File: config.mk
export PLATFORM = sky130hd
export DESIGN_NAME = resp_reply_stream_parser_core
export DESIGN_NICKNAME = d
export VERILOG_FILES = /design/src/hdl/rrsp_pkg.sv /design/src/hdl/rrsp_parser.sv /design/src/hdl/rrsp_out_fifo.sv /design/src/hdl/resp_reply_stream_parser_core.sv
export VERILOG_INCLUDE_DIRS = /design/src /design/src/hdl
export SDC_FILE = /design/constraint.sdc
export NUM_CORES = 1
export LEC_CHECK = 0
export BUFFER_PORTS_ARGS = -buffer_cell sky130_fd_sc_hd__buf_2
export CORE_AREA = 10 10 150 152
export CTS_BUF_LIST = sky130_fd_sc_hd__clkbuf_2 sky130_fd_sc_hd__clkbuf_4 sky130_fd_sc_hd__clkbuf_8
export CTS_CLUSTER_SIZE = 24
export DETAILED_ROUTE_END_ITERATION = 7
export DIE_AREA = 0 0 160 162
export PLACE_DENSITY_LB_ADDON = 0.25
export SYNTH_ARGS = -nofsm -noshare
export SYNTH_HDL_FRONTEND = slang
export SYNTH_HIERARCHICAL = 1
export SYNTH_SLANG_ARGS = --single-unit
File: constraint.sdc
create_clock -name clk_i -period 10.4 [get_ports clk_i]
set_input_delay 1.04 -clock clk_i [delete_from_list [all_inputs] [get_ports clk_i]]
set_output_delay 1.04 -clock clk_i [all_outputs]
set_load 0.01 [all_outputs]
File: src/hdl/resp_reply_stream_parser_core_macros.svh
// Assertion macros used by the reply parser top level.
`ifndef RESP_REPLY_STREAM_PARSER_CORE_MACROS_SVH
`define RESP_REPLY_STREAM_PARSER_CORE_MACROS_SVH

// Checked on every rising clock edge outside reset.
`define RRSP_ASSERT(label, prop, msg) \
  label: assert property (@(posedge clk_i) disable iff (!rst_ni) (prop)) else $error(msg);

// Checked on every rising clock edge, reset included.
`define RRSP_ASSERT_ALWAYS(label, prop, msg) \
  label: assert property (@(posedge clk_i) (prop)) else $error(msg);

`endif

File: src/hdl/rrsp_pkg.sv
// Types, codes and constants of the reply stream parser.
`default_nettype none
package rrsp_pkg;

  localparam int CountWidth = 16;
  localparam int FifoDepth  = 4;
  localparam int PtrWidth   = $clog2(FifoDepth);
  localparam int CntWidth   = $clog2(FifoDepth + 1);

  localparam logic [7:0] ChCr    = 8'h0D;
  localparam logic [7:0] ChLf    = 8'h0A;
  localparam logic [7:0] ChPlus  = 8'h2B;
  localparam logic [7:0] ChMinus = 8'h2D;
  localparam logic [7:0] ChColon = 8'h3A;
  localparam logic [7:0] ChDollar = 8'h24;
  localparam logic [7:0] ChStar  = 8'h2A;
  localparam logic [7:0] ChZero  = 8'h30;
  localparam logic [7:0] ChOne   = 8'h31;
  localparam logic [7:0] ChNine  = 8'h39;

  localparam logic [2:0] KindSimple = 3'd0;
  localparam logic [2:0] KindError  = 3'd1;
  localparam logic [2:0] KindInt    = 3'd2;
  localparam logic [2:0] KindBulk   = 3'd3;
  localparam logic [2:0] KindNil    = 3'd4;

  localparam logic [1:0] ErrNone  = 2'd0;
  localparam logic [1:0] ErrEmpty = 2'd1;
  localparam logic [1:0] ErrType  = 2'd2;
  localparam logic [1:0] ErrCount = 2'd3;

  // nil header match progress
  localparam logic [1:0] NilIdle  = 2'd0;
  localparam logic [1:0] NilMinus = 2'd1;
  localparam logic [1:0] NilOne   = 2'd2;
  localparam logic [1:0] NilNone  = 2'd3;

  typedef enum logic [7:0] {
    MTYPE    = 8'b0000_0001,
    MSIMPLE  = 8'b0000_0010,
    MERROR   = 8'b0000_0100,
    MINT     = 8'b0000_1000,
    MBHDR    = 8'b0001_0000,
    MCOUNT   = 8'b0010_0000,
    MBULK    = 8'b0100_0000,
    MDISCARD = 8'b1000_0000
  } mode_e;

  typedef struct packed {
    mode_e                 mode;
    logic [1:0]            len;
    logic                  crp;
    logic                  bulk_next;
    logic [1:0]            nil;
    logic [CountWidth-1:0] left;
    logic [CountWidth-1:0] accum;
  } st_t;

  typedef struct packed {
    logic [7:0] data_byte;
    logic       byte_valid;
    logic       elem_end;
    logic [2:0] elem_kind;
    logic       reply_done;
    logic [1:0] err_code;
  } res_t;

  typedef struct packed {
    res_t res;
    logic last;
  } out_t;

  // results produced by one accepted byte
  typedef struct packed {
    logic [1:0]      num;
    out_t [1:0]      item;
  } push_t;

endpackage
`default_nettype wire

File: src/hdl/rrsp_parser.sv
// Line parser: state registers and the per-byte next-state and result logic.
`default_nettype none
module rrsp_parser (
  input  logic           clk_i,
  input  logic           rst_ni,
  input  logic           accept_i,
  input  logic [7:0]     byte_i,
  output rrsp_pkg::push_t push_o
);
  import rrsp_pkg::*;

  typedef struct packed {
    st_t  st;
    logic emit;
    res_t res;
  } step_t;

  st_t   state_q, state_d;
  push_t push;

  function automatic st_t reset_state();
    st_t s;
    s.mode      = MTYPE;
    s.len       = '0;
    s.crp       = 1'b0;
    s.bulk_next = 1'b0;
    s.nil       = NilIdle;
    s.left      = CountWidth'(1);
    s.accum     = '0;
    return s;
  endfunction

  function automatic step_t fail(logic [1:0] err, logic mid_line);
    step_t o;
    o.st  = reset_state();
    o.emit = 1'b1;
    o.res = '0;
    o.res.err_code = err;
    if (mid_line) o.st.mode = MDISCARD;
    return o;
  endfunction

  function automatic logic [1:0] bump(logic [1:0] len);
    return (len == 2'd3) ? len : len + 2'd1;
  endfunction

  function automatic step_t finish(st_t s, logic [2:0] kind);
    step_t o;
    logic [CountWidth-1:0] left;
    left = (s.left != '0) ? s.left - CountWidth'(1) : s.left;
    o.st = s;
    o.st.left = left;
    o.emit = 1'b1;
    o.res = '0;
    o.res.elem_end  = 1'b1;
    o.res.elem_kind = kind;
    if (left == '0) begin
      o.res.reply_done = 1'b1;
      o.st = reset_state();
    end else begin
      o.st.mode = MTYPE;
    end
    return o;
  endfunction

  function automatic step_t content_byte(st_t s, logic [7:0] b);
    step_t o;
    logic [CountWidth+3:0] v;
    // accum * 10 + digit
    v = ({4'b0, s.accum} << 3) + ({4'b0, s.accum} << 1)
        + (CountWidth+4)'(b - ChZero);
    o.st = s;
    o.emit = 1'b0;
    o.res = '0;
    unique case (s.mode)
      MTYPE: begin
        o.st.len   = '0;
        o.st.nil   = NilIdle;
        o.st.accum = '0;
        case (b)
          ChPlus:   o.st.mode = MSIMPLE;
          ChMinus:  o.st.mode = MERROR;
          ChColon:  o.st.mode = MINT;
          ChDollar: o.st.mode = MBHDR;
          ChStar:   o.st.mode = MCOUNT;
          default:  o = fail(ErrType, 1'b1);
        endcase
      end
      MSIMPLE, MERROR, MINT, MBULK: begin
        o.emit = 1'b1;
        o.res.data_byte  = b;
        o.res.byte_valid = 1'b1;
        o.st.len = bump(s.len);
      end
      MBHDR: begin
        if (s.nil == NilIdle)       o.st.nil = (b == ChMinus) ? NilMinus : NilNone;
        else if (s.nil == NilMinus) o.st.nil = (b == ChOne) ? NilOne : NilNone;
        else                        o.st.nil = NilNone;
        o.st.len = bump(s.len);
      end
      MCOUNT: begin
        if (b >= ChZero && b <= ChNine) begin
          if (v[CountWidth+3:CountWidth] != '0) begin
            o = fail(ErrCount, 1'b1);
          end else begin
            o.st.accum = v[CountWidth-1:0];
            o.st.len   = bump(s.len);
          end
        end else begin
          o = fail(ErrCount, 1'b1);
        end
      end
      MDISCARD: ;
      default: ;
    endcase
    return o;
  endfunction

  function automatic step_t line_end(st_t s);
    step_t o;
    logic [CountWidth:0] total;
    total = (s.left != '0)
      ? {1'b0, s.left} + {1'b0, s.accum} - (CountWidth+1)'(1)
      : {1'b0, s.accum};
    o.st = s;
    o.emit = 1'b0;
    o.res = '0;
    unique case (s.mode)
      MTYPE:   o = fail(ErrEmpty, 1'b0);
      MSIMPLE: o = finish(s, KindSimple);
      MERROR:  o = finish(s, KindError);
      MINT:    o = finish(s, KindInt);
      MBHDR: begin
        if (s.nil == NilOne) begin
          o = finish(s, KindNil);
        end else begin
          o.st.bulk_next = 1'b1;
          o.st.mode = MBULK;
          o.st.len  = '0;
        end
      end
      MCOUNT: begin
        if (s.len == '0 || total[CountWidth]) begin
          o = fail(ErrCount, 1'b0);
        end else if (total == '0) begin
          // "*0": reply complete without an element
          o.emit = 1'b1;
          o.res.reply_done = 1'b1;
          o.st = reset_state();
        end else begin
          o.st.left = total[CountWidth-1:0];
          o.st.mode = MTYPE;
        end
      end
      MBULK: begin
        o.st.bulk_next = 1'b0;
        o = finish(o.st, KindBulk);
      end
      MDISCARD: o.st.mode = MTYPE;
      default:  o.st.mode = MTYPE;
    endcase
    return o;
  endfunction

  always_comb begin
    st_t   s;
    step_t o;
    logic  lf;
    logic  slot;
    s = state_q;
    lf = 1'b0;
    slot = 1'b0;
    push = '0;
    o = '0;
    // a held CR resolves first: line end, or a plain content byte
    if (s.crp) begin
      s.crp = 1'b0;
      if (byte_i == ChLf) begin
        lf = 1'b1;
        o = line_end(s);
      end else begin
        o = content_byte(s, ChCr);
      end
      s = o.st;
      if (o.emit) begin
        push.item[0].res = o.res;
        push.num = 2'd1;
        slot = 1'b1;
      end
    end
    if (!lf) begin
      if (byte_i == ChCr) begin
        s.crp = 1'b1;
      end else begin
        o = content_byte(s, byte_i);
        s = o.st;
        if (o.emit) begin
          push.item[slot].res = o.res;
          push.num = push.num + 2'd1;
        end
      end
    end
    if (push.num == 2'd1) push.item[0].last = 1'b1;
    if (push.num == 2'd2) push.item[1].last = 1'b1;
    if (!accept_i) push.num = '0;
    state_d = accept_i ? s : state_q;
  end

  always_ff @(posedge clk_i or negedge rst_ni) begin
    if (!rst_ni) begin
      state_q <= reset_state();
    end else begin
      state_q <= state_d;
    end
  end

  assign push_o = push;

endmodule
`default_nettype wire

File: src/hdl/rrsp_out_fifo.sv
// Result queue: takes up to two words per cycle, hands out one per cycle while ready_i is high.
`default_nettype none
module rrsp_out_fifo (
  input  logic            clk_i,
  input  logic            rst_ni,
  input  rrsp_pkg::push_t push_i,
  output logic            space_o,
  output rrsp_pkg::out_t  item_o,
  output logic            valid_o,
  input  logic            ready_i
);
  import rrsp_pkg::*;

  out_t [FifoDepth-1:0] mem_q;
  logic [PtrWidth-1:0]  wr_q, wr_d, rd_q, rd_d;
  logic [CntWidth-1:0]  cnt_q, cnt_d;
  logic                 pop;

  assign pop     = valid_o && ready_i;
  assign valid_o = (cnt_q != '0);
  assign item_o  = mem_q[rd_q];
  // room for the worst case of two words from one byte
  assign space_o = (cnt_q <= CntWidth'(FifoDepth - 2));

  always_comb begin
    wr_d  = wr_q + PtrWidth'(push_i.num);
    rd_d  = rd_q + PtrWidth'(pop);
    cnt_d = cnt_q + CntWidth'(push_i.num) - CntWidth'(pop);
  end

  always_ff @(posedge clk_i) begin
    if (push_i.num != 2'd0) mem_q[wr_q] <= push_i.item[0];
    if (push_i.num == 2'd2) mem_q[wr_q + PtrWidth'(1)] <= push_i.item[1];
  end

  always_ff @(posedge clk_i or negedge rst_ni) begin
    if (!rst_ni) begin
      wr_q  <= '0;
      rd_q  <= '0;
      cnt_q <= '0;
    end else begin
      wr_q  <= wr_d;
      rd_q  <= rd_d;
      cnt_q <= cnt_d;
    end
  end

endmodule
`default_nettype wire

File: src/hdl/resp_reply_stream_parser_core.sv
// Top level of the reply stream parser: byte stream in, element results out.
//
//  channel  dir  fields (tdata / tuser / tlast)
//  s_axis   in   tdata[7:0] in_byte
//  m_axis   out  tdata[7:0] data_byte, [8] elem_end, [9] reply_done,
//                [11:10] err_code, [15:12] zero; tuser[0] byte_valid,
//                [3:1] elem_kind; tlast last
//
// One byte is accepted per cycle while s_axis_tready is high; its zero, one or two result words go
// into a four-word queue in the same cycle and can show on m_axis from the next.
// A byte that follows a held CR can give two words, so one word per byte
// is the sustained rate set by the single-word output port.
// s_axis_tready drops while the queue holds more than two words.
// Reset is asynchronous and clears parser state and queue; no sweep.
`default_nettype none
`include "resp_reply_stream_parser_core_macros.svh"
module resp_reply_stream_parser_core (
  input  logic        clk_i,
  input  logic        rst_ni,
  input  logic        s_axis_tvalid,
  output logic        s_axis_tready,
  input  logic [7:0]  s_axis_tdata,   // [7:0] in_byte
  output logic        m_axis_tvalid,
  input  logic        m_axis_tready,
  output logic [15:0] m_axis_tdata,   // [7:0] data_byte, [8] elem_end, [9] reply_done,
                                      // [11:10] err_code, [15:12] zero
  output logic [3:0]  m_axis_tuser,   // [0] byte_valid, [3:1] elem_kind
  output logic        m_axis_tlast
);
  import rrsp_pkg::*;

  logic  accept;
  push_t push;
  out_t  item;
  logic  space;

  assign accept        = s_axis_tvalid && s_axis_tready;
  assign s_axis_tready = space;

  rrsp_parser u_parser (
    .clk_i    (clk_i),
    .rst_ni   (rst_ni),
    .accept_i (accept),
    .byte_i   (s_axis_tdata),
    .push_o   (push)
  );

  rrsp_out_fifo u_fifo (
    .clk_i   (clk_i),
    .rst_ni  (rst_ni),
    .push_i  (push),
    .space_o (space),
    .item_o  (item),
    .valid_o (m_axis_tvalid),
    .ready_i (m_axis_tready)
  );

  assign m_axis_tdata = {4'b0, item.res.err_code, item.res.reply_done,
                         item.res.elem_end, item.res.data_byte};
  assign m_axis_tuser = {item.res.elem_kind, item.res.byte_valid};
  assign m_axis_tlast = item.last;

  // a finished reply or an error ends the byte's results
  `RRSP_ASSERT(a_done_is_last, (m_axis_tvalid && item.res.reply_done) |-> item.last, "reply done word not marked last")
  `RRSP_ASSERT(a_error_is_last, (m_axis_tvalid && item.res.err_code != ErrNone) |-> item.last, "error word not marked last")
  `RRSP_ASSERT(a_stall_has_words, !s_axis_tready |-> m_axis_tvalid, "input stalled with empty queue")

endmodule
`default_nettype wire
; ---- Word-level counts from Yosys, hierarchy flattened
; Index checks and enable logic that the tools add are counted.
[totals]
output_inout_bits = 23
register_bits = 121
word_cells = 196
[classes]
reduce_logical = 21
mux = 84
add_sub_neg = 14
n_eq_ne = 29
magnitude_cmp = 10
[ops]
columns = op, n
row1 = case mux 55 bit (7 select lines), 1
row2 = two-way mux 63 bit, 3
row3 = bitwise mux 68 bit, 2
row4 = two-way mux 68 bit, 2
row5 = two-way mux 17 bit, 7
row6 = two-way mux 36 bit, 3
row7 = two-way mux 46 bit, 2
row8 = two-way mux 16 bit, 5
row9 = two-way mux 38 bit, 2
row10 = demux 17 bit (select 2 bit), 2
row11 = equality test 8 x 6 -> 1 bit (second input constant), 8
row12 = case mux 32 bit (2 select lines), 1
row13 = two-way mux 53 bit, 1
row14 = two-way mux 51 bit, 1
row15 = case mux 8 bit (5 select lines), 1
row16 = two-way mux 39 bit, 1
row17 = two-way mux 35 bit, 1
row18 = binary-select mux 17 bit (select 2 bit), 1
row19 = bitwise mux 34 bit, 1
row20 = equality test 8 x 4 -> 1 bit (second input constant), 4
row21 = two-way mux 32 bit, 1
row22 = two-way mux 10 bit, 3
row23 = case mux 10 bit (3 select lines), 1
row24 = case mux 7 bit (2 select lines), 2
row25 = other kinds (49), 102

; ---- Depth between registers and ports, before layout
[logic_depth]
ltp_word = 28
ltp_mapped = 40

; ---- Hierarchy
; The synthesis kept the hierarchy.
[by_module_without_submodules]
columns = module, cells_per_inst, seq_area_each_um2, instances, area_each_um2
row1 = rrsp_parser, 862, 1128.6, 1, 6378.6
row2 = rrsp_out_fifo, 421, 1536.5, 1, 3754.9
row3 = resp_reply_stream_parser_core, 6, 0.0, 1, 40.0

; ---- Least setup slack after synthesis
; No wires, ideal clock.
[synth_path]
kind = reg-to-reg
startpoint = reg u_parser/state_q[16] (netlist bit)
endpoint = reg u_fifo/mem_q[25] (netlist bit)
arrival_time_ps = 7683
synth_period_minus_slack_ps = 7806
stages_incl_launch_ff = 39
t_required_ps = 10277
setup_ps = 123
slack_ps = 2594
n_path_buf = 5
path_cell_list = dfstp_2 > buf_2 > inv_1 > ha_1 > inv_1 > ha_1 > fa_1 > a21o_1 > a221oi_2 > o22ai_1 > a311oi_1 > xnor2_1 > o31ai_1 > a41oi_2 > o21ai_2 > and2_4 > buf_2 > nor2_1 > [3 not listed] > nand2b_1 > a21oi_1 > o21bai_1 > o211a_1 > a311oi_1 > nand4b_1 > o21bai_1 > and2_1 > nand2_1 > ha_1 > nand2_1 > a21boi_0 > buf_6 > or4b_4 > buf_6 > buf_6 > nor2_1 > a31oi_1
[synth_lines]
columns = item, line_no
row1 = from (decl), rrsp_parser.sv:18  ; st_t state_q, state_d;
row2 = from (signal assigned), rrsp_parser.sv:211  ; state_q <= reset_state();
row3 = from (signal assigned), rrsp_parser.sv:213  ; state_q <= state_d;
row4 = "to (signal, indexed assignment)", rrsp_out_fifo.sv:32  ; if (push_i.num != 2'd0) mem_q[wr_q] <= push_i.item[0];
row5 = "to (signal, indexed assignment)", rrsp_out_fifo.sv:33  ; if (push_i.num == 2'd2) mem_q[wr_q + PtrWidth'(1)] <= push_i.item[1];
row6 = to (decl), rrsp_out_fifo.sv:14  ; out_t [FifoDepth-1:0] mem_q;

==> flow_metrics.env <==
export IMPL_regToRegEndpoint="u_fifo/mem_q[29]"
export IMPL_crit_path_max_incr_delay_ns=0.94
export IMPL_via_count=9682
export IMPL_cts_root_buffer="clkbuf_8"
export IMPL_grt_first_pass_wirelength_um=48400
export IMPL_power_density_nw_per_um2=104
export IMPL_syn_inst=1289
export IMPL_cp_endpoint="u_fifo/mem_q[29]"
export IMPL_core_area_sq_um=19400
export IMPL_drc=0
export IMPL_final_nets=1354
export IMPL_path_delay_family="compound AO/OA/AOI/OAI gates"
export IMPL_yosys_top_cells_area="dfxtp_1 13%, dfrtp_1 12%, ha_1 7.4%, o21ai_0 5.3%, nor2_1 4.9%"
export IMPL_clkTransAtPathRegs_ns=0.08
export IMPL_busiest_layer="met2"
export IMPL_clk_insertion_delay_late_ns=0.45
export IMPL_power_frac_clock=0.389
export IMPL_fin_area_sq_um=10700
export IMPL_netlist_area_leader_share=0.134
export IMPL_worstReg2RegStart="u_parser/state_q[1]"
export IMPL_drtIter0Drc=921
export IMPL_hold_violations=0
export IMPL_die_area_sq_um=25900
export IMPL_synth_ff_type="dfxtp_1"
export IMPL_cts_hold_buffers=0
export IMPL_rsz0062_at_grt="false"
export IMPL_synthesis_area_sq_um=10200
export IMPL_use_met1=0.320
export IMPL_ant_nets=0
export IMPL_hp_class="flip-flop to flip-flop"
export IMPL_diodes=0
export IMPL_clock_sinks=120
export IMPL_crit_buf_inv=4
export IMPL_path_class="flip-flop to flip-flop"
export IMPL_ios=35
export IMPL_netSwitchingFraction=0.304
export IMPL_synth_area_leader_cell="dfxtp_1"
export IMPL_synth_edf_count=0
export IMPL_antenna_found_initial=0
export IMPL_crit_start="u_parser/state_q[1]"
export IMPL_grt_use_met3=0.0412
export IMPL_clockBufferDepth=2
export IMPL_grt_max_degree=59
export IMPL_final_cell_mix="134 x nor2_1, 107 x o21ai_0, 102 x inv_1"
export IMPL_leakage_uw=0.00469
export IMPL_finalSetupTns_ns=0
export IMPL_htree_num_levels=4
export IMPL_grt_usage=0.222
export IMPL_p_int_uw=774
export IMPL_cts_made_buffers=17
export IMPL_fin_crit_ns=9.25
export IMPL_drv_slew=0
export IMPL_final_common_cell="nor2_1"
export IMPL_r2r_slack_ns=1.15
export IMPL_status="finished, final reports clean"
export IMPL_cts_resized=0
export IMPL_grt_use_met2=0.326
export IMPL_fmax_mhz=108
export IMPL_post_drt_wl_per_cell_um=18.7
export IMPL_place_congestion=0.958
export IMPL_initial_core_util=0.524
export IMPL_postPlaceCellArea_sq_um=10300
export IMPL_worstRegToRegCells=34
export IMPL_numPortBuffers=30
export IMPL_grt_ovfl_total=0
export IMPL_die_x_um=160
export IMPL_critPathLaunchType="flip-flop"
export IMPL_fp_dieH_um=162
export IMPL_yosys_warnings=6
export IMPL_cts_tree="built"
export IMPL_peakVddDrop_mv=0.141
export IMPL_ys_ff_latch=120
export IMPL_rows=51
export IMPL_skew_ns=0.0138
export IMPL_drv_cap=0
export IMPL_syn_area_per_cell_sq_um=7.89
export IMPL_ys_types=87
export IMPL_drive_gt1_frac=0.0947
export IMPL_routed_wl_um=28800
export IMPL_sequentialPowerShare=0.454
export IMPL_min_period_over_period=0.889
export IMPL_slew_headroom=0.181
export IMPL_worst_path_max_fanout=17
export IMPL_setup_viol=0
export IMPL_end_kind="flip-flop"
export IMPL_cp_depth=34
export IMPL_pwr_share_comb=0.157
export IMPL_area_delta_synth_final_pct=5.04
export IMPL_grt_pass1_vias=9150
export IMPL_firstDrtPassIters=5
export IMPL_synth_seq_area_share=0.262
export IMPL_synthArstFlopShare=0.433
export IMPL_cp_data_arrival_time_ns=9.62
export IMPL_switchingPower_uw=339
export IMPL_vias_per_cell=6.27
export IMPL_crit_path_top_delay_cell="o21ai_1"
export IMPL_post_cts_setup_buffer_count=0
export IMPL_dpl_hpwl_um=20700
export IMPL_worst_ep_required_time_ns=10.78
export IMPL_tightest_slew_ns=1.22
[kinds of logic (layout without fill, tap and decap cells)]
group / after synthesis / count (layout) / share of synthesized area
compound gates: 377 / 377 / 0.234
xor+xnor: 40 / 40 / 0.0344
fa+ha+maj: 77 / 77 / 0.107
buf+inv: 197 / 177 / 0.0872
flops: 120 / 120 / 0.262
mux: 42 / 42 / 0.0625
other cells: 2 / 11 / 0.000738
simple gates: 434 / 434 / 0.212
[metal layers]
| layer | up-vias | part of all wire |
|---|---|---|
| li1 | 4572 | - |
| met1 | 4637 | 0.47 |
| met2 | 436 | 0.44 |
| met3 | 37 | 0.078 |
| met4 | 0 | 0.015 |
| met5 | - | 0 |
[area by class of cell]
type / instances / area (sq um)
fillers: 1851 / 8710
multi-input cells: 981 / 6670
flip-flops and latches: 120 / 2670
inverters: 102 / 383
well taps: 265 / 332
clock buffers: 19 / 249
repair buffers: 43 / 248
clock inverters: 13 / 145
[state kept, by name, summed over array words and instances, names as in the netlist]
register,flops
u_fifo/cnt_q,3
u_fifo/mem_q,68
u_fifo/rd_q,2
u_fifo/wr_q,2
u_parser/state_q,45
[Yosys cell counts, drive strengths merged (4+ instances only)]
master,n
a21oi,72
or2,4
nand4,15
mux2i,23
nand2b,5
o211ai,5
a22o,27
a21o,19
nor2b,4
ha,60
and3,9
nor3,28
o31ai,5
o21ai,118
nand3,68
xor2,13
xnor2,27
nor4,14
o22ai,18
or3,8
mux4,17
dfxtp,68
and2,21
nand2,99
nor2,134
and4,4
buf,44
clkbuf,51
o21a,7
inv,102
o21bai,7
a221oi,4
fa,17
nor4b,4
or4,4
a31oi,59
dfrtp,50
[worst reg2reg max path: cells and delay by family (launching register included)]
| family | cells | cell delay, ns |
|---|---|---|
| DFF | 1 | 0.39 |
| adders and majority gates | 6 | 2.29 |
| xor gates and xnor gates | 1 | 0.16 |
| buffers and inverters | 4 | 0.41 |
| AOI/OAI and AO/OA | 16 | 4.75 |
| and+or+nand+nor | 7 | 1.17 |
[worst min-delay path by stage]
stage / from / endpoint / slack, ns / cells after the start
after CTS: u_fifo/mem_q[49] / u_fifo/mem_q[49] / 0.50 / 2
after detailed placement: u_fifo/mem_q[14] / u_fifo/mem_q[14] / 0.48 / 2
final: u_fifo/mem_q[37] / u_fifo/mem_q[37] / 0.50 / 2
after global routing: u_fifo/cnt_q[2] / u_fifo/cnt_q[2] / 0.51 / 1
after floorplan: u_fifo/wr_q[0] / u_fifo/wr_q[0] / 0.46 / 1
after global placement: u_fifo/mem_q[25] / u_fifo/mem_q[25] / 0.47 / 2
[per-stage QoR]
step / total power, uW / worst slack, ns / util / cells / hold WS (ns)
global route: 1160 / 0.315 / 0.551 / 1543 / 0.511
finish: 1110 / 1.15 / 0.551 / 1543 / 0.498
global placement: 687 / 1.36 / 0.531 / 1511 / 0.474
CTS: 1120 / 1.25 / 0.551 / 1543 / 0.496
floorplan: 643 / 2.59 / - / 1298 / 0.461
detailed placement: 690 / 1.26 / 0.531 / 1511 / 0.480
[power by group through the flow]
stage	Clock, uW	Sequential [uW]	Combinational (uW)
6_report	433	505	175
5_1_grt	459	508	194
4_1_cts	439	505	175
3_5_place_dp	0	515	175
3_3_place_gp	0	514	173
2_1_floorplan	0	495	149
(Power assumes the default switching activity.)
